<file path="src/hdl/mlo_pkg.sv">
// Shared types, constants and helper functions for the mouse-look orientation core.
// No dependencies; used by mlo_ctrl, mlo_dp and the top level.
package mlo_pkg;

    localparam int ANGLE_BITS    = 25;
    localparam int VEC_BITS      = 16;
    localparam int CURSOR_BITS   = 13;
    localparam int HALF_BITS     = 13;
    localparam int SPAN_BITS     = 16;
    localparam int PCT_BITS      = 10;
    localparam int NUM_BITS      = 47;
    localparam int DEN_BITS      = 21;
    localparam int QCAP_BITS     = 26;
    localparam int CORDIC_STEPS  = 20;
    localparam int DIV_STEPS     = 47;
    localparam int VM_STEPS      = 6;
    localparam int CNT_BITS      = 6;
    localparam int TRIG_BITS     = 34;

    localparam int CFG_ADDR_BITS = 3;
    localparam int CFG_DATA_BITS = 16;

    localparam logic [CFG_ADDR_BITS-1:0] REG_HALF_W = 3'd0;
    localparam logic [CFG_ADDR_BITS-1:0] REG_HALF_H = 3'd1;
    localparam logic [CFG_ADDR_BITS-1:0] REG_SPAN   = 3'd2;
    localparam logic [CFG_ADDR_BITS-1:0] REG_SENS   = 3'd3;
    localparam logic [CFG_ADDR_BITS-1:0] REG_UPPER  = 3'd4;
    localparam logic [CFG_ADDR_BITS-1:0] REG_LOWER  = 3'd5;

    // angles in degrees, 16 fraction bits
    localparam logic [25:0] FULL_TURN    = 26'd23592960;
    localparam logic [25:0] HALF_TURN    = 26'd11796480;
    localparam logic [25:0] QUARTER_TURN = 26'd5898240;
    localparam logic [31:0] CORDIC_GAIN  = 32'd652032874;

    typedef struct packed {
        logic                load;
        logic                axis;
        logic                mul1;
        logic                mul2;
        logic                div_init;
        logic                div_step;
        logic                upd;
        logic                cor_sel;
        logic                cor_init;
        logic                cor_step;
        logic                cor_save;
        logic                vm_mul;
        logic                vm_take;
        logic [CNT_BITS-1:0] idx;
        logic                out_load;
    } t_cmd;

    typedef struct packed {
        logic dx_zero;
        logic dy_zero;
    } t_status;

    // atan(2^-i) in degrees, 24 fraction bits
    function automatic logic [31:0] atan_deg(input logic [4:0] i);
        logic [31:0] v;
        unique case (i)
            5'd0:  v = 32'd754974720;
            5'd1:  v = 32'd445687602;
            5'd2:  v = 32'd235489089;
            5'd3:  v = 32'd119537938;
            5'd4:  v = 32'd60000934;
            5'd5:  v = 32'd30029717;
            5'd6:  v = 32'd15018523;
            5'd7:  v = 32'd7509720;
            5'd8:  v = 32'd3754917;
            5'd9:  v = 32'd1877466;
            5'd10: v = 32'd938734;
            5'd11: v = 32'd469367;
            5'd12: v = 32'd234684;
            5'd13: v = 32'd117342;
            5'd14: v = 32'd58671;
            5'd15: v = 32'd29335;
            5'd16: v = 32'd14668;
            5'd17: v = 32'd7334;
            5'd18: v = 32'd3667;
            5'd19: v = 32'd1833;
            default: v = 32'd0;
        endcase
        return v;
    endfunction

    // round a 30 fraction bit value to Q1.15 and saturate
    function automatic logic [VEC_BITS-1:0] vec_out(input logic signed [TRIG_BITS-1:0] v);
        logic signed [TRIG_BITS:0] t;
        logic signed [19:0]        r;
        t = $signed({v[TRIG_BITS-1], v}) + 35'sd16384;
        r = t[TRIG_BITS:15];
        if (r > 20'sd32767) begin
            return 16'h7FFF;
        end else if (r < -20'sd32768) begin
            return 16'h8000;
        end
        return r[VEC_BITS-1:0];
    endfunction

endpackage

</file>
<file path="src/hdl/mlo_ctrl.sv">
// Controller state machine: sequences numerator build, divider, CORDIC and vector math.
// Depends on mlo_pkg for command/status structs and step counts.
module mlo_ctrl (
    input  logic            i_clk,
    input  logic            i_rst_n,
    input  logic            i_in_valid,
    output logic            o_in_ready,
    output logic            o_out_valid,
    input  logic            i_out_ready,
    input  mlo_pkg::t_status i_st,
    output mlo_pkg::t_cmd   o_cmd
);

    localparam logic [3:0] S_IDLE = 4'd0;
    localparam logic [3:0] S_XCHK = 4'd1;
    localparam logic [3:0] S_YCHK = 4'd2;
    localparam logic [3:0] S_MUL1 = 4'd3;
    localparam logic [3:0] S_MUL2 = 4'd4;
    localparam logic [3:0] S_DIVI = 4'd5;
    localparam logic [3:0] S_DIV  = 4'd6;
    localparam logic [3:0] S_UPD  = 4'd7;
    localparam logic [3:0] S_CORI = 4'd8;
    localparam logic [3:0] S_COR  = 4'd9;
    localparam logic [3:0] S_CORS = 4'd10;
    localparam logic [3:0] S_VM   = 4'd11;
    localparam logic [3:0] S_FIN  = 4'd12;

    logic [3:0]                   r_state, n_state;
    logic [mlo_pkg::CNT_BITS-1:0] r_cnt, n_cnt;
    logic                         r_axis, n_axis;
    logic                         r_cor, n_cor;
    logic                         r_out_valid, n_out_valid;

    assign o_in_ready  = (r_state == S_IDLE);
    assign o_out_valid = r_out_valid;

    always_comb begin
        n_state      = r_state;
        n_cnt        = r_cnt;
        n_axis       = r_axis;
        n_cor        = r_cor;
        o_cmd        = '0;
        o_cmd.axis   = r_axis;
        o_cmd.cor_sel = r_cor;
        o_cmd.idx    = r_cnt;
        unique case (r_state)
            S_IDLE: begin
                if (i_in_valid) begin
                    o_cmd.load = 1'b1;
                    n_state    = S_XCHK;
                end
            end
            S_XCHK: begin
                if (i_st.dx_zero) begin
                    n_state = S_YCHK;
                end else begin
                    n_axis  = 1'b0;
                    n_state = S_MUL1;
                end
            end
            S_YCHK: begin
                n_cor = 1'b0;
                if (i_st.dy_zero) begin
                    n_state = S_CORI;
                end else begin
                    n_axis  = 1'b1;
                    n_state = S_MUL1;
                end
            end
            S_MUL1: begin
                o_cmd.mul1 = 1'b1;
                n_state    = S_MUL2;
            end
            S_MUL2: begin
                o_cmd.mul2 = 1'b1;
                n_state    = S_DIVI;
            end
            S_DIVI: begin
                o_cmd.div_init = 1'b1;
                n_cnt          = '0;
                n_state        = S_DIV;
            end
            S_DIV: begin
                o_cmd.div_step = 1'b1;
                if (r_cnt == mlo_pkg::CNT_BITS'(mlo_pkg::DIV_STEPS - 1)) begin
                    n_state = S_UPD;
                end else begin
                    n_cnt = r_cnt + 1'b1;
                end
            end
            S_UPD: begin
                o_cmd.upd = 1'b1;
                n_cor     = 1'b0;
                n_state   = r_axis ? S_CORI : S_YCHK;
            end
            S_CORI: begin
                o_cmd.cor_init = 1'b1;
                n_cnt          = '0;
                n_state        = S_COR;
            end
            S_COR: begin
                o_cmd.cor_step = 1'b1;
                if (r_cnt == mlo_pkg::CNT_BITS'(mlo_pkg::CORDIC_STEPS - 1)) begin
                    n_state = S_CORS;
                end else begin
                    n_cnt = r_cnt + 1'b1;
                end
            end
            S_CORS: begin
                o_cmd.cor_save = 1'b1;
                n_cnt          = '0;
                if (r_cor) begin
                    n_state = S_VM;
                end else begin
                    n_cor   = 1'b1;
                    n_state = S_CORI;
                end
            end
            S_VM: begin
                // issue product idx, take the product of the step before
                o_cmd.vm_mul  = (r_cnt < mlo_pkg::CNT_BITS'(mlo_pkg::VM_STEPS));
                o_cmd.vm_take = (r_cnt != '0);
                if (r_cnt == mlo_pkg::CNT_BITS'(mlo_pkg::VM_STEPS)) begin
                    n_state = S_FIN;
                end else begin
                    n_cnt = r_cnt + 1'b1;
                end
            end
            S_FIN: begin
                if (!r_out_valid || i_out_ready) begin
                    o_cmd.out_load = 1'b1;
                    n_state        = S_IDLE;
                end
            end
            default: begin
                n_state = S_IDLE;
            end
        endcase
    end

    always_comb begin
        n_out_valid = r_out_valid;
        if (o_cmd.out_load) begin
            n_out_valid = 1'b1;
        end else if (i_out_ready) begin
            n_out_valid = 1'b0;
        end
    end

    always_ff @(posedge i_clk) begin
        if (!i_rst_n) begin
            r_state     <= S_IDLE;
            r_cnt       <= '0;
            r_axis      <= 1'b0;
            r_cor       <= 1'b0;
            r_out_valid <= 1'b0;
        end else begin
            r_state     <= n_state;
            r_cnt       <= n_cnt;
            r_axis      <= n_axis;
            r_cor       <= n_cor;
            r_out_valid <= n_out_valid;
        end
    end

`ifndef SYNTHESIS
    a_busy_after_accept: assert property (@(posedge i_clk) disable iff (!i_rst_n)
        (i_in_valid && o_in_ready) |=> (r_state == S_XCHK))
        else $error("controller did not leave idle after a transfer");

    a_div_bound: assert property (@(posedge i_clk) disable iff (!i_rst_n)
        (r_state == S_DIV) |-> (r_cnt < mlo_pkg::CNT_BITS'(mlo_pkg::DIV_STEPS)))
        else $error("divider step count out of range");

    a_cor_bound: assert property (@(posedge i_clk) disable iff (!i_rst_n)
        (r_state == S_COR) |-> (r_cnt < mlo_pkg::CNT_BITS'(mlo_pkg::CORDIC_STEPS)))
        else $error("CORDIC step count out of range");

    a_no_overwrite: assert property (@(posedge i_clk) disable iff (!i_rst_n)
        o_cmd.out_load |-> (!r_out_valid || i_out_ready))
        else $error("result overwritten before transfer");
`endif

endmodule

</file>
<file path="config.mk">
export PLATFORM = sky130hd
export DESIGN_NAME = mlo_ctrl
export DESIGN_NICKNAME = d
export VERILOG_FILES = /design/src/hdl/mlo_pkg.sv /design/src/hdl/mlo_ctrl.sv
export SDC_FILE = /design/constraint.sdc
export NUM_CORES = 1
export LEC_CHECK = 0
export BUFFER_PORTS_ARGS = -buffer_cell sky130_fd_sc_hd__buf_2
export CAP_MARGIN = 30
export CORE_UTILIZATION = 45
export CTS_CLUSTER_SIZE = 24
export DETAILED_ROUTE_END_ITERATION = 6
export PLACE_DENSITY = 0.7
export SLEW_MARGIN = 20
export SYNTH_ARGS = -nofsm -noshare
export SYNTH_HDL_FRONTEND = slang
export SYNTH_SLANG_ARGS = --single-unit
</file>
<file path="constraint.sdc">
create_clock -name i_clk -period 2.1 [get_ports i_clk]
set_clock_uncertainty 0.1 [all_clocks]
set_input_delay 0.21 -clock i_clk [delete_from_list [all_inputs] [get_ports i_clk]]
set_output_delay 0.21 -clock i_clk [all_outputs]
set_load 0.005 [all_outputs]
</file>
# == Word-level counts from Yosys, hierarchy flattened ==
# Index checks and enable logic that the tools add are counted.
# W data, S select, Z words.
# totals
regBits,13
in_bits,6
output_inout_bits,22
word_cells,78
# classes
add_sub_neg,1
order_cmp,1
n_eq_ne,25
n_mux,33
reduce_logical,13
# op_table
operator,n
$pmux W4 S13,1
$mux W4,7
$pmux W6 S4,1
$eq A4 B4 Y1 const B,5
$ne A2 B2 Y1 const B,10
$mux W6,3
$mux W1,17
$eq A4 B3 Y1 const B,4
$eq A4 B2 Y1 const B,2
$add A6 B1 Y6 const B,1
$eq A6 B3 Y1 const B,1
$eq A6 B5 Y1 const B,1
$eq A6 B6 Y1 const B,1
$lt A6 B3 Y1 const B,1
$reduce_bool A2 Y1,3
$reduce_bool A6 Y1,1
$reduce_and A5 Y1,1
$eq A4 B1 Y1 const B,1
$logic_not A4 Y1,1
$mux W2,2
$pmux W1 S2,2
$reduce_and A4 Y1,1
$reduce_bool A4 Y1,1
$reduce_and A3 Y1,1
other kinds (4),4

# == Longest topological paths before layout ==
# Gate-level depths: netlist of run 1.
# depth
depth_word,5
mapped_depth,7
depth_no_buf,7

# == Least setup slack after synthesis of run 1 ==
# No wires, ideal clock.
# synth_path
path_kind,register to register
from,register r_cnt[0] (netlist name)
to,register r_cnt[4] (netlist name)
setup_ns,0.088
arrival_ns,1.623
required_time_ns,1.912
setup_slack_ns,0.289
path_stages_with_launch,8
n_path_buf,0
synth_period_minus_slack_ns,1.811
cell_sequence,dfxtp_1 -> inv_1 -> ha_1 -> and3b_1 -> a31oi_1 -> o31ai_4 -> nand2b_4 -> o32ai_2
# synth_via
elab_chain_len,3
elab_cells_between_ends,12
classes_between,add/sub (1); eq/ne (6); mux (4); reduce/logical (1)
# synth_rtl
item,line_no,rtl
from (decl),mlo_ctrl.sv:29,"logic [mlo_pkg::CNT_BITS-1:0] r_cnt, n_cnt;"
from (signal assigned),mlo_ctrl.sv:159,r_cnt <= n_cnt;
"$add A6 B1 Y6, or another cell as far along","mlo_ctrl.sv:88, mlo_ctrl.sv:106, mlo_ctrl.sv:126",
"$mux W6, or another cell as far along",mlo_ctrl.sv:123,if (r_cnt == mlo_pkg::CNT_BITS'(mlo_pkg::VM_STEPS)) begin
$pmux W6 S4 or $reduce_and A4 Y1 (tied branches),--,
# Parallel ways exist; a longest one is shown, timed or not. The select of a mux whose other input is x is not followed.
# A chain may end at the register's enable or synchronous reset.

# == Worst setup path after layout of run 1 ==
# layout_path
from,register r_cnt[1] (netlist name)
to,register r_state[1]
# layout_via
elab_chain_len,3
elab_cells_between_ends,7
classes_between,eq/ne (6); reduce/logical (1)
# layout_rtl
item,line_no,rtl
"$eq A6 B3 Y1, or another cell as far along",mlo_ctrl.sv:123,
$ne A2 B2 Y1 (no line),--,
$reduce_and A5 Y1 (no line) *,--,
to (signal assigned),mlo_ctrl.sv:158,r_state <= n_state;
to (decl),mlo_ctrl.sv:28,"logic [3:0] r_state, n_state;"
# Mark *: on every way between the ends. The rest lies on a longest branch, timed or not.

==> results of run 1 <==
==> timing repair <==
action,in CTS,in global routing
setup buffers,0,1
gates resized for setup,0,0
setup endpoints to repair,0,3
==> stage by stage <==
stage | hold slack, ns | power, mW
detailed placement | 0.390 | 0.607
global route | 0.170 | 0.827
global placement | 0.392 | 0.604
finish | 0.132 | 0.778
floorplan | 0.301 | 0.533
CTS | 0.139 | 0.769
==> registers in the layout (all words and copies together), names as in the netlist <==
signal,cells
r_axis,1
o_out_valid,1
r_cor,1
r_state,4
r_cnt,6
==> layout make-up <==
cell class / count / area [sq um]
Timing Repair Buffer: 34 / 188
Inverter: 6 / 22.5
Multi-Input combinational cell: 101 / 674
Fill cell: 218 / 985
Sequential cell: 13 / 260
Clock buffer: 4 / 26.3
Tap cell: 28 / 35.0
==> cell usage in the layout, fill, tap and decap left out, types with 2 or more instances in the layout <==
cell type,instances
nand2_1,12
o22ai_1,4
buf_4,7
nor2b_1,3
o21ai_0,9
nand2b_1,6
a21oi_1,4
nand3_1,6
dfxtp_1,13
mux2i_1,4
a21boi_0,4
nor2_1,11
and2_1,3
inv_1,6
buf_2,27
nor4_1,2
a31oi_1,3
nor3_1,4
clkbuf_4,3
ha_1,3
o211ai_1,2
==> cells by family (layout without fill, tap and decap cells) <==
logic type	Yosys count	count (layout)
AOI/OAI and AO/OA	37	37
and+or+nand+nor	57	57
muxes	4	4
DFF	13	13
adders and majority gates	3	3
buffers and inverters	20	44
==> tightest hold or removal path, stage by stage <==
cell and delay (ns):
buf_2 0.09, o41ai_1 0.05, a21oi_1 0.13
==> layer usage <==
| layer | global-route usage [%] | vias to the layer above | routed length [um] | part of all wire (%) |
|---|---|---|---|---|
| met5 | 0 | - | 0 | 0 |
| met4 | 8.57 | 0 | 42 | 1.6 |
| met3 | 4.01 | 5 | 225 | 8.7 |
| met2 | 32.0 | 59 | 1130 | 44 |
| met1 | 32.0 | 479 | 1190 | 46 |
| li1 | - | 533 | - | - |
==> power by group through the flow <==
| stage | sequential (mW) | combinational (mW) | clock, mW |
|---|---|---|---|
| after floorplan | 0.282 | 0.251 | 0 |
| after global placement | 0.294 | 0.310 | 0 |
| after detailed placement | 0.295 | 0.312 | 0 |
| after CTS | 0.289 | 0.316 | 0.165 |
| after global routing | 0.292 | 0.364 | 0.171 |
| final | 0.288 | 0.329 | 0.162 |
==> final timing paths <==
path	start	endpoint	slack, ns	depth (start not counted)
max	r_cnt[1]$_SDFFE_PN0P_	r_state[1]$_SDFFE_PN0P_	0.13	6
max reg2reg	r_cnt[1]$_SDFFE_PN0P_	r_state[1]$_SDFFE_PN0P_	0.13	6
min reg2reg	r_cor$_SDFFE_PN0P_	r_cor$_SDFFE_PN0P_	0.40	2
min	i_st[1]	r_axis$_SDFFE_PN0P_	0.13	3
==> impl_metrics.csv, run 1 <==
group,metric,value,unit
synth,synth_xor_area_share,0,%
sta,fin_ws,0.127,ns
clocking,cts_tree,"done",
power_and_ir_drop,powerDensity,645,nW/um^2
synth,synth_edf_count,0,
floorplanning,core,2190,sq um
sta,rsz0062_at_grt,"no",
grt,grt_pass1_vias,902,
synth,synth_cells,134,
synth,synth_cell_type_count,42,
setup_path,critical_path.cell_chain,"ha_1 -> and3b_2 -> mux2i_1 -> o311ai_0 -> nand2_1 -> mux2i_1",
detailed_routing,routed_wl,2590,um
final_layout,stdcell_area,1210,sq um
clocking,holdBufCountCts,0,
synth,synth_top_family_by_area,"simple AND/OR/NAND/NOR gates",
final_layout,fin_util,55.1,%
detailed_routing,ant_nets,0,
setup_path,crit_arrival,2.05,ns
grt,gr-total-overflow,0,
final_layout,syn2layout_area_growth,15.9,%
synth,synthSimpleGateAreaFrac,30.8,%
clocking,cts_max_path_buffers,2,
grt,grt_max_degree,20,
synth,yosysTopAreaCell,"dfxtp_1",
floorplanning,dieArea,2510,sq um
final_layout,diodes,0,
sta,tns,0,ns
synth,syn_area_per_cell,7.77,sq um
clocking,htreeDepth,1,
final_layout,nets,168,
placement,placed_area,1170,sq um
sta,setup_viol,0,
grt,grt_pass1_wl,4240,um
setup_path,criticalPathCategory,"reg -> reg",
power_and_ir_drop,swShare,38.7,%
power_and_ir_drop,seqPwrFrac,37.0,%
synth,syn_area,1040,sq um
synth,yosysMostFrequentCell,"dfxtp_1",
detailed_routing,drc,0,
sta,fin_crit,1.97,ns
synth,yosysWarnings,0,
grt,antenna_found_initial,0,
setup_path,critPathRequiredTime,2.18,ns
placement,gp_congestion,0.921,
detailed_routing,avgRoutedWirePerCell,13.9,um
sta,fin_crit_sh,94.0,%
floorplanning,initial_core_util,47.5,%
setup_path,critPathMaxStageDelay,0.47,ns
grt,track_usage,22.2,%
final_layout,drive_gt1_share,28.5,%
floorplanning,dieHeight,50.1,um
setup_path,critPathSlowestCell,"o311ai_0",
setup_path,critPathBufInv,0,
placement,place_inst,181,
power_and_ir_drop,internal_power,0.477,mW
final_layout,finalNonFillerCells,186,
floorplanning,fp.dieW,50.1,um
synth,synth.net_count,143,
clocking,clk_latency,0.29,ns
power_and_ir_drop,irDropWorstVdd,0.385,mV
synth,synthTopCellsByCount,"dfxtp_1, nand2_1, nor2_1, o21ai_0, buf_4",
synth,synth_compound_area_share,26.6,%
synth,synthAdderAreaFrac,3.61,%
synth,ys_async_sr_fraction,0,%
setup_path,worst_setup_path_end_kind,"register",
setup_path,crit_top_cell,"mux2i_1",
setup_path,worst-path-max-fanout,5,
sta,max_freq,507,MHz
detailed_routing,vias_per_cell,5.78,
placement,port_buffers,27,
setup_path,crit_family,"compound AO/OA/AOI/OAI gates",
clocking,clk_pin_slew_worst_paths,0.08,ns
setup_path,crit_path_start_kind,"register",
detailed_routing,drt-initial-drc-count,46,
synth,synth_area_leaders,"dfxtp_1, buf_4, o21ai_0",
clocking,clock_sinks,13,
clocking,root_buffer,"clkbuf_4",
synth,synth_top_area_share,25.0,%
synth,synth-seq-cells,13,
power_and_ir_drop,leakage,0.514,nW
sta,finalHoldViolations,0,
status,status,"finished clean",
detailed_routing,dr_total_vias,1076,
synth,ys.flop_type,"dfxtp_1",
detailed_routing,dr.pass1.iters,4,
hold_path,hp-class,"in -> reg",
flow_run,drv_cap,0,
synth,yosys-mux-area-fraction,3.85,%
power_and_ir_drop,p_sw,0.302,mW
sta,worst_slew_pin_slew,0.517,ns
sta,slew_headroom,65.1,%
power_and_ir_drop,pwr-share-comb,42.2,%
clocking,cts_buffers,3,
floorplanning,rows,17,
sta,drv_slew,0,
synth,ys_seq_area_share,25.0,%
power_and_ir_drop,clkPwrFrac,20.7,%
placement,pre_cts_slack,0.0949,ns
placement,dp_hpwl,1890,um
floorplanning,io-pin-count,28,
(Power assumes the default switching activity.)
==> run 2, diff against run 1 <==
- CORE_MARGIN: unset -> 2
==> run 2 against run 1 <==
  * Flip-flop and latch count is the same
  * Hold slack got worse by 0.0032 ns
  * Utilization unchanged
  * Largest power group unchanged
  * Critical path depth up 1
  * Routed wire length down 0.81%
  * Die area grew 8.1%
  * Setup slack lost 0.0015 ns
==> impl_metrics.csv, run 2 (synthesized netlist as in run 1, its figures left out) <==
group,metric,value,unit
clocking,clock_sinks,13,
setup_path,worst_setup_path_end_kind,"register",
power_and_ir_drop,total_power,0.778,mW
detailed_routing,met1_length,1170,um
clocking,cts_max_path_buffers,2,
placement,gp_congestion,0.817,
setup_path,critPathMaxStageDelay,0.40,ns
detailed_routing,dr_total_vias,1062,
final_layout,fin_util,55.1,%
sta,hold-worst-slack,0.128,ns
sta,finalHoldViolations,0,
floorplanning,core,2190,sq um
detailed_routing,ant_nets,0,
grt,gr-total-overflow,0,
sta,drv_slew,0,
detailed_routing,vias_per_cell,5.71,
placement,port_buffers,27,
setup_path,critPathRequiredTime,2.20,ns
final_layout,finalNonFillerCells,186,
sta,max_freq,506,MHz
sta,slew_headroom,72.2,%
detailed_routing,routed_wl,2570,um
grt,track_usage,20.8,%
flow_run,drv_cap,0,
detailed_routing,wl_met2,1190,um
setup_path,critPathBufInv,1,
hold_path,hp-class,"in -> reg",
detailed_routing,drc,0,
sta,tns,0,ns
final_layout,top_register,"r_cnt",
floorplanning,dieHeight,52.1,um
grt,grt_max_degree,20,
setup_path,criticalPathCategory,"reg -> reg",
floorplanning,fp.dieW,52.1,um
floorplanning,initial_core_util,47.5,%
status,status,"finished clean",
grt,grt_pass1_wl,4210,um
setup_path,crit_path_start_kind,"register",
final_layout,final_cell_mix,"buf_2, dfxtp_1, nand2_1",
final_layout,nets,168,
detailed_routing,dr.pass1.iters,4,
sta,setup_viol,0,
grt,grt_pass1_vias,966,
clocking,cts_buffers,3,
detailed_routing,top_layer,"met4",
sta,fin_crit,1.97,ns
setup_path,critical_path.cell_chain,"inv_1 -> ha_1 -> and3b_1 -> a31oi_1 -> o31ai_4 -> nand2b_4 -> o32ai_2",
power_and_ir_drop,leakage,0.515,nW
sta,worst_slew_pin_slew,0.413,ns
detailed_routing,avgRoutedWirePerCell,13.8,um
power_and_ir_drop,irDropWorstVdd,0.406,mV
setup_path,critPathSlowestCell,"dfxtp_1",
placement,dp_hpwl,1940,um
clocking,htreeDepth,1,
setup_path,worst-path-max-fanout,7,
final_layout,diodes,0,
clocking,cts_tree,"done",
clocking,clk_latency,0.28,ns
grt,antenna_found_initial,0,
power_and_ir_drop,powerDensity,645,nW/um^2
clocking,clk_pin_slew_worst_paths,0.09,ns
floorplanning,rows,17,
setup_path,r2r_slack,0.13,ns
final_layout,syn2layout_area_growth,15.9,%
clocking,root_buffer,"clkbuf_4",
detailed_routing,route.met3.wl,174,um
placement,place_inst,181,
floorplanning,io-pin-count,28,
final_layout,final_common_cell,"buf_2",
sta,fin_crit_sh,94.0,%
final_layout,reg.largest.list,"r_cnt: 6 flops, r_state: 4 flops",
final_layout,largest_reg_flops,6,
final_layout,drive_gt1_share,28.5,%
floorplanning,dieArea,2710,sq um
setup_path,crit_arrival,2.08,ns
detailed_routing,drt-initial-drc-count,37,
setup_path,crit_family,"compound AO/OA/AOI/OAI gates",
## run 2: cell counts in the layout (fill, tap and decap cells not counted)
No cell type changed its count.
## run 2: cell type report
cell class,instances,area [sq um]
Sequential cell,13,260
Timing Repair Buffer,34,188
Tap cell,28,35.0
Multi-Input combinational cell,101,674
Fill cell,212,985
Inverter,6,22.5
Clock buffer,4,26.3
## run 2: worst register-to-register path, stage by stage, from the launching register on
cell      delay (ns)
dfxtp_1         0.40
inv_1           0.10
ha_1            0.22
and3b_1         0.20
a31oi_1         0.28
o31ai_4         0.16
nand2b_4        0.19
o32ai_2         0.26
## run 2: through the flow
step           worst slack (ns)  area, sq um
6_report                  0.125         1210
2_1_floorplan             0.289         1040
3_3_place_gp              0.206         1170
3_5_place_dp            0.00586         1170
4_1_cts                  0.0178         1200
5_1_grt                 -0.0131         1210
## run 2: power by group
| group | switching [mW] | total [mW] | internal, mW |
|---|---|---|---|
| Combinational | 0.178 | 0.315 | 0.137 |
| Sequential | 0.0335 | 0.300 | 0.266 |
| Clock | 0.0898 | 0.164 | 0.0739 |
| Total | 0.301 | 0.778 | 0.477 |
## run 2: repair_timing
action	4_1_cts	5_1_grt
buffers inserted	0	1
hold endpoints to repair	0	0
endpoints found under the setup margin	1	3
hold buffers	0	0
pin swaps	1	1
resized for setup	0	1
## run 2: per-layer routing
metal	GRT usage (%)	up-vias
met5	0	-
met4	9.21	0
met3	2.87	4
met2	31.4	47
met1	29.3	481
li1	-	530
## run 2: final timing paths
path / start / to / cells past startpoint
max: r_cnt[0]$_SDFFE_PN0P_ / r_cnt[4]$_SDFFE_PN0P_ / 7
min: i_st[1] / r_axis$_SDFFE_PN0P_ / 3
max reg2reg: r_cnt[0]$_SDFFE_PN0P_ / r_cnt[4]$_SDFFE_PN0P_ / 7
min reg2reg: r_cor$_SDFFE_PN0P_ / r_cor$_SDFFE_PN0P_ / 2
